[config.mk]
export PLATFORM = sky130hd
export DESIGN_NAME = ripemd128_hash
export DESIGN_NICKNAME = d
export VERILOG_FILES = /design/src/hdl/rmd128_pkg.sv /design/src/hdl/rmd128_step.sv /design/src/hdl/ripemd128_hash.sv
export SDC_FILE = /design/constraint.sdc
export NUM_CORES = 2
export LEC_CHECK = 0
export BUFFER_PORTS_ARGS = -buffer_cell sky130_fd_sc_hd__buf_2
export CORE_UTILIZATION = 65
export DETAILED_ROUTE_END_ITERATION = 12
export PLACE_DENSITY = 0.94
export SLEW_MARGIN = 5
export SYNTH_ARGS = -nofsm -noshare
export SYNTH_HDL_FRONTEND = slang
export SYNTH_SLANG_ARGS = --single-unit
[constraint.sdc]
create_clock -name clk -period 32.5 [get_ports clk]
set_input_delay 8.125 -clock clk [delete_from_list [all_inputs] [get_ports clk]]
set_output_delay 8.125 -clock clk [all_outputs]
set_load 0.03 [all_outputs]
[src/hdl/rmd128_pkg.sv]
package rmd128_pkg;

  localparam logic [31:0] H0 = 32'h67452301;
  localparam logic [31:0] H1 = 32'hEFCDAB89;
  localparam logic [31:0] H2 = 32'h98BADCFE;
  localparam logic [31:0] H3 = 32'h10325476;

  localparam logic [7:0] PAD_BYTE = 8'h80;

  typedef logic [3:0] widx_t;
  typedef logic [4:0] rot_t;

  // Word selection and rotation for one step, left or right lane.
  function automatic widx_t sel_word(input logic right, input logic [5:0] step);
    logic [3:0] l [64];
    logic [3:0] r [64];
    l = '{4'd0, 4'd1, 4'd2, 4'd3, 4'd4, 4'd5, 4'd6, 4'd7, 4'd8, 4'd9, 4'd10, 4'd11,
          4'd12, 4'd13, 4'd14, 4'd15,
          4'd7, 4'd4, 4'd13, 4'd1, 4'd10, 4'd6, 4'd15, 4'd3, 4'd12, 4'd0, 4'd9, 4'd5,
          4'd2, 4'd14, 4'd11, 4'd8,
          4'd3, 4'd10, 4'd14, 4'd4, 4'd9, 4'd15, 4'd8, 4'd1, 4'd2, 4'd7, 4'd0, 4'd6,
          4'd13, 4'd11, 4'd5, 4'd12,
          4'd1, 4'd9, 4'd11, 4'd10, 4'd0, 4'd8, 4'd12, 4'd4, 4'd13, 4'd3, 4'd7, 4'd15,
          4'd14, 4'd5, 4'd6, 4'd2};
    r = '{4'd5, 4'd14, 4'd7, 4'd0, 4'd9, 4'd2, 4'd11, 4'd4, 4'd13, 4'd6, 4'd15, 4'd8,
          4'd1, 4'd10, 4'd3, 4'd12,
          4'd6, 4'd11, 4'd3, 4'd7, 4'd0, 4'd13, 4'd5, 4'd10, 4'd14, 4'd15, 4'd8, 4'd12,
          4'd4, 4'd9, 4'd1, 4'd2,
          4'd15, 4'd5, 4'd1, 4'd3, 4'd7, 4'd14, 4'd6, 4'd9, 4'd11, 4'd8, 4'd12, 4'd2,
          4'd10, 4'd0, 4'd4, 4'd13,
          4'd8, 4'd6, 4'd4, 4'd1, 4'd3, 4'd11, 4'd15, 4'd0, 4'd5, 4'd12, 4'd2, 4'd13,
          4'd9, 4'd7, 4'd10, 4'd14};
    return right ? r[step] : l[step];
  endfunction

  function automatic rot_t rot_amt(input logic right, input logic [5:0] step);
    logic [4:0] l [64];
    logic [4:0] r [64];
    l = '{5'd11, 5'd14, 5'd15, 5'd12, 5'd5, 5'd8, 5'd7, 5'd9, 5'd11, 5'd13, 5'd14, 5'd15,
          5'd6, 5'd7, 5'd9, 5'd8,
          5'd7, 5'd6, 5'd8, 5'd13, 5'd11, 5'd9, 5'd7, 5'd15, 5'd7, 5'd12, 5'd15, 5'd9,
          5'd11, 5'd7, 5'd13, 5'd12,
          5'd11, 5'd13, 5'd6, 5'd7, 5'd14, 5'd9, 5'd13, 5'd15, 5'd14, 5'd8, 5'd13, 5'd6,
          5'd5, 5'd12, 5'd7, 5'd5,
          5'd11, 5'd12, 5'd14, 5'd15, 5'd14, 5'd15, 5'd9, 5'd8, 5'd9, 5'd14, 5'd5, 5'd6,
          5'd8, 5'd6, 5'd5, 5'd12};
    r = '{5'd8, 5'd9, 5'd9, 5'd11, 5'd13, 5'd15, 5'd15, 5'd5, 5'd7, 5'd7, 5'd8, 5'd11,
          5'd14, 5'd14, 5'd12, 5'd6,
          5'd9, 5'd13, 5'd15, 5'd7, 5'd12, 5'd8, 5'd9, 5'd11, 5'd7, 5'd7, 5'd12, 5'd7,
          5'd6, 5'd15, 5'd13, 5'd11,
          5'd9, 5'd7, 5'd15, 5'd11, 5'd8, 5'd6, 5'd6, 5'd14, 5'd12, 5'd13, 5'd5, 5'd14,
          5'd13, 5'd13, 5'd7, 5'd5,
          5'd15, 5'd5, 5'd8, 5'd11, 5'd14, 5'd14, 5'd6, 5'd14, 5'd6, 5'd9, 5'd12, 5'd9,
          5'd12, 5'd5, 5'd15, 5'd8};
    return right ? r[step] : l[step];
  endfunction

  function automatic logic [31:0] round_k(input logic right, input logic [1:0] rnd);
    logic [31:0] k;
    if (right) begin
      unique case (rnd)
        2'd0: k = 32'h50A28BE6;
        2'd1: k = 32'h5C4DD124;
        2'd2: k = 32'h6D703EF3;
        default: k = 32'h00000000;
      endcase
    end else begin
      unique case (rnd)
        2'd0: k = 32'h00000000;
        2'd1: k = 32'h5A827999;
        2'd2: k = 32'h6ED9EBA1;
        default: k = 32'h8F1BBCDC;
      endcase
    end
    return k;
  endfunction

  typedef struct packed {
    logic        right;
    logic [5:0]  step;
  } step_ctl_t;

endpackage

[src/hdl/rmd128_step.sv]
// One RIPEMD-128 step, shared by both lanes and all 64 steps.
module rmd128_step (
  input  rmd128_pkg::step_ctl_t ctl,
  input  logic [31:0]           a,
  input  logic [31:0]           b,
  input  logic [31:0]           c,
  input  logic [31:0]           d,
  input  logic [31:0]           x,
  output logic [31:0]           t
);
  logic [1:0]  rnd;
  logic [1:0]  fn;
  logic [31:0] f;
  logic [31:0] sum;
  logic [4:0]  s;

  always_comb begin
    rnd = ctl.step[5:4];
    fn  = ctl.right ? (2'd3 - rnd) : rnd;
    unique case (fn)
      2'd0: f = b ^ c ^ d;
      2'd1: f = d ^ (b & (c ^ d));
      2'd2: f = (b | ~c) ^ d;
      default: f = c ^ (d & (b ^ c));
    endcase
    sum = a + f + x + rmd128_pkg::round_k(ctl.right, rnd);
    s   = rmd128_pkg::rot_amt(ctl.right, ctl.step);
    t   = (sum << s) | (sum >> (6'd32 - {1'b0, s}));
  end
endmodule

[src/hdl/ripemd128_hash.sv]
// A byte that does not fill a block is taken straight into the block buffer.
// A full block runs 64 left-lane steps, then 64 right-lane steps on the single
// shared step unit, then a combine state. A close runs one or two padded blocks and then
// shows four digest beats, one per cycle while the output side is ready.
// Reset (rst, synchronous, active high) loads the standard chaining values, clears the
// block buffer and byte count, and drops any pending digest.
module ripemd128_hash (
  input  logic        clk,
  input  logic        rst,
  input  logic        s_tvalid,
  output logic        s_tready,
  input  logic [7:0]  s_tdata,   // [7:0] data_byte
  input  logic        s_tuser,   // byte_valid
  input  logic        s_tlast,   // end_of_message
  output logic        m_tvalid,
  input  logic        m_tready,
  output logic [39:0] m_tdata,   // [31:0] digest_word, [33:32] word_index, zero pad
  output logic        m_tlast    // last_word
);
  typedef enum logic [5:0] {
    S_IDLE  = 6'b000001,
    S_LANE  = 6'b000010,
    S_COMB  = 6'b000100,
    S_PAD   = 6'b001000,
    S_LEN   = 6'b010000,
    S_OUT   = 6'b100000
  } state_t;

  state_t      state;
  logic [31:0] h [4];
  logic [31:0] blk [16];
  logic [63:0] count;
  logic [31:0] va, vb, vc, vd;   // working lane registers
  logic [31:0] l0, l1, l2, l3;   // saved left-lane result
  rmd128_pkg::step_ctl_t ctl;
  logic        closing;          // padding follows this compression
  logic        len_pending;      // the length block still has to run
  logic [1:0]  oidx;
  logic [31:0] t;
  // The compression that follows the length block produces the digest.
  logic        final_run;

  rmd128_step u_step (
    .ctl(ctl), .a(va), .b(vb), .c(vc), .d(vd),
    .x(blk[rmd128_pkg::sel_word(ctl.right, ctl.step)]), .t(t)
  );

  assign s_tready = (state == S_IDLE);
  assign m_tvalid = (state == S_OUT);
  assign m_tdata  = {6'd0, oidx, h[oidx]};
  assign m_tlast  = (oidx == 2'd3);

  logic [5:0] pos;
  assign pos = count[5:0];

  always_ff @(posedge clk) begin
    if (rst) begin
      state <= S_IDLE;
      h[0] <= rmd128_pkg::H0; h[1] <= rmd128_pkg::H1;
      h[2] <= rmd128_pkg::H2; h[3] <= rmd128_pkg::H3;
      for (int i = 0; i < 16; i++) blk[i] <= '0;
      count <= '0;
      ctl <= '0;
      closing <= 1'b0;
      len_pending <= 1'b0;
      oidx <= '0;
      final_run <= 1'b0;
    end else begin
      unique case (state)
        S_IDLE: begin
          if (s_tvalid) begin
            if (s_tuser) begin
              blk[pos[5:2]][8*pos[1:0] +: 8] <= s_tdata;
              count <= count + 64'd1;
            end
            closing <= s_tlast;
            if (s_tuser && pos == 6'd63) begin
              state <= S_LANE;
              ctl <= '0;
              va <= h[0]; vb <= h[1]; vc <= h[2]; vd <= h[3];
            end else if (s_tlast) begin
              state <= S_PAD;
            end
          end
        end
        S_PAD: begin
          // Marker byte; the rest of the block is already zero.
          blk[pos[5:2]][8*pos[1:0] +: 8] <= rmd128_pkg::PAD_BYTE;
          closing <= 1'b0;
          if (pos >= 6'd56) begin
            len_pending <= 1'b1;
            state <= S_LANE;
            ctl <= '0;
            va <= h[0]; vb <= h[1]; vc <= h[2]; vd <= h[3];
          end else begin
            state <= S_LEN;
          end
        end
        S_LEN: begin
          blk[14] <= {count[28:0], 3'd0};
          blk[15] <= count[60:29];
          len_pending <= 1'b0;
          state <= S_LANE;
          ctl <= '0;
          va <= h[0]; vb <= h[1]; vc <= h[2]; vd <= h[3];
        end
        S_LANE: begin
          va <= vd; vd <= vc; vc <= vb; vb <= t;
          if (ctl.step == 6'd63) begin
            if (!ctl.right) begin
              l0 <= vd; l1 <= t; l2 <= vb; l3 <= vc;
              va <= h[0]; vb <= h[1]; vc <= h[2]; vd <= h[3];
              ctl <= '{right: 1'b1, step: 6'd0};
            end else begin
              state <= S_COMB;
            end
          end else begin
            ctl.step <= ctl.step + 6'd1;
          end
        end
        S_COMB: begin
          // va..vd now hold the right-lane result r0..r3.
          h[0] <= h[1] + l2 + vd;
          h[1] <= h[2] + l3 + va;
          h[2] <= h[3] + l0 + vb;
          h[3] <= h[0] + l1 + vc;
          for (int i = 0; i < 16; i++) blk[i] <= '0;
          if (closing) state <= S_PAD;
          else if (len_pending) state <= S_LEN;
          else if (oidx == 2'd0 && final_run) state <= S_OUT;
          else state <= S_IDLE;
        end
        S_OUT: begin
          if (m_tready) begin
            oidx <= oidx + 2'd1;
            if (oidx == 2'd3) begin
              state <= S_IDLE;
              h[0] <= rmd128_pkg::H0; h[1] <= rmd128_pkg::H1;
              h[2] <= rmd128_pkg::H2; h[3] <= rmd128_pkg::H3;
              count <= '0;
              final_run <= 1'b0;
            end
          end
        end
        default: state <= S_IDLE;
      endcase
      if (state == S_LEN) final_run <= 1'b1;
    end
  end
endmodule

==> impl_metrics.yaml <==
run_status:
  status: "finished, final reports clean"
power_and_ir_drop:
  power_density_mw_per_mm2: 93.3
  leakagePower_nw: 24.3
  power_w: 0.00597
  irDropWorstVdd_v: 0.0000833
clocking:
  insertion_delay_ns: 0.76
  htreeDepth: 3
  clkTransAtPathRegs_ns: 0.06
  cts_resized: 0
  cts_tree: "done"
  hold_buffers: 0
  cts_buffers: 100
  postCtsSetupRepairBufs: 0
  cts_root_buffer: "clkbuf_16"
  clock_sinks: 977
  clk_path_buf_depth: 3
sta:
  setup-tns-final_ns: 0
  setup_viol: 0
  hold_viol: 0
  rsz0062_at_grt: "no"
  whs_ns: 0.498
  fin_crit_sh_pct: 36.1
  max_freq_mhz: 85.1
  tightest_slew_ns: 1.34
  period_minus_slack_ns: 11.75
  slew_viol_final: 0
  clock_skew_ns: 0.0714
  max_slew_margin_pct: 9.98
  final.setup.worst_slack_ns: 20.75
grt:
  use_met2_pct: 61.5
  grt_max_degree: 88
  grt_use_total_pct: 39.9
  gr-total-overflow: 0
  grt_pass1_vias: 48867
  antenna_found_initial: 8
  global_route.usage.met1_pct: 50.6
  grt_pass1_wl_mm: 285
  grt-busiest-layer: "met2"
  gr-usage-met3_pct: 11.0
die:
  rows: 110
  die_h_um: 305
  core_area_mm2: 0.0904
  dieArea_mm2: 0.0928
  start_util_pct: 65.9
  top_level_ports: 57
  die_x_um: 305
logic_synthesis:
  synth_edf_count: 832
  yosysMostFrequentCell: "nand2_1"
  synthTopCellsByCount: "nand2_1, edfxtp_1, nor2_1, a21oi_1, o21ai_0"
  netlist_area_mm2: 0.0596
  async_reset_ff_share_pct: 0
  synth-seq-area-share_pct: 46.8
  avgSynthCellArea_um2: 9.73
  ys_types: 99
  synth_top_area_share_pct: 42.0
  syn_inst: 6118
  ys_seq_elements: 977
  yosys.area.top_type: "edfxtp_1"
  yosysWarnings: 0
  ys.flop_type: "edfxtp_1"
  ys_top_cells_by_area: "edfxtp_1, nand2_1, fa_1, dfxtp_1, nor2_1"
place:
  place_ws_ns: 20.77
  port_buffers: 50
  gp_congestion: 1.00
  dpl.hpwl_mm: 125
  dpl.cell_count: 7076
worst_setup_path:
  worstPathArrival_ns: 12.19
  slowest_delay_ns: 0.82
  crit_slowest_cell: "buf_4"
  end_kind: "flip-flop"
  startpoint_type: "flip-flop"
  criticalPathCategory: "flip-flop to flip-flop"
  reg2reg_slack_ns: 20.75
  required_ns: 32.94
  crit_path_max_fanout: 84
layout:
  regMostFlops: "blk"
  reg_top3: "blk x512, h x128, count x61"
  largest_reg_flops: 512
  fin_cells: 7268
  syn2layout_area_growth_pct: 7.50
  drive_above_1_share_pct: 6.80
  fin_nets: 6416
worst_hold_path:
  hold_class: "flip-flop to flip-flop"
drt:
  drt_wl_total_mm: 188
  dr.pass1.iters: 10
  viasPerCell: 6.99
  routed-via-count: 50769
  drt-wirelength-per-cell_um: 25.8
  drcViolationCount: 0
  drtAntennaViolNets: 0
  drt_iter0_drc: 9375
run:
  drv_cap: 0
layout by cell type (no fill, tap or decap), types with 28 or more instances in the layout:
cell,Yosys,layout
a211oi_1,56,56
edfxtp_1,832,832
inv_1,220,219
nor3_1,60,57
a21o_1,79,78
mux4_2,38,38
and3_1,155,155
a31oi_1,89,88
clkbuf_16,0,100
nor2_1,749,746
a311oi_1,102,102
nor2b_1,68,66
dfxtp_1,145,141
o211ai_1,32,32
a21oi_1,327,326
o21ai_0,268,268
nand3_1,66,66
buf_4,13,65
mux2_2,35,35
nand2b_1,47,47
ha_1,210,208
nand2_1,1287,1287
buf_2,29,50
xnor2_1,93,93
and2_1,28,28
mux2i_1,97,96
xor2_1,160,160
fa_1,190,190
worst max-delay path, delay by kind of cell, from the launching register on:
family	cells	cell delay, ns
compound gates	17	5.16
simple gates	4	0.70
mux	2	0.68
buf+inv	6	2.85
fa+ha+maj	3	1.53
flops	1	0.32
cell families after synthesis:
kind of cell / synth area share [%]
AO/OA/AOI/OAI: 12.7
XOR/XNOR: 3.72
adder cells (fa/ha/maj): 10.8
buffers and inverters: 3.76
flip-flops: 46.8
multiplexers: 3.80
other: 0.00630
AND/OR/NAND/NOR: 18.4
final timing paths:
path,depth (start not counted),to,from
worst max register to register,32,vb[0]$_DFFE_PP_,ctl[0]$_SDFFE_PP0P_
worst min-delay path,2,count[24]$_SDFFE_PP0P_,count[24]$_SDFFE_PP0P_
worst min register to register,2,count[24]$_SDFFE_PP0P_,count[24]$_SDFFE_PP0P_
worst max-delay path,32,vb[0]$_DFFE_PP_,ctl[0]$_SDFFE_PP0P_
area by class of cell:
type / count / area [um^2]
antenna: 3 / 7.51
clock buffer: 120 / 2620
clock inverter: 69 / 827
fill: 5684 / 26400
inverter: 228 / 857
multi-input combinational: 4580 / 29600
sequential: 977 / 27900
tap: 1176 / 1470
timing repair buffer: 115 / 738
routing by layer:
metal / part of all wire (%) / wire length [um] / vias up
met2: 44 / 83000 / 4689
met3: 16 / 29200 / 1127
met5: 0.039 / 73 / -
met1: 33 / 61700 / 23601
met4: 7.4 / 13900 / 10
li1: - / - / 21342
where the power goes:
group | leakage [nW] | switching [W] | internal (W)
logic | 13.5 | 0.00210 | 0.00106
clock network | 1.65 | 0.000535 | 0.000685
registers | 9.14 | 0.0000956 | 0.00150
total | 24.3 | 0.00273 | 0.00325
per-stage QoR:
stage               area, um^2  util [%]
detailed placement       60600      67.0
global route             64000      70.8
finish                   64000      70.8
CTS                      64000      70.8
floorplan                59600         -
global placement         60600      67.0
Note: power is estimated with default switching activity, not from simulation.
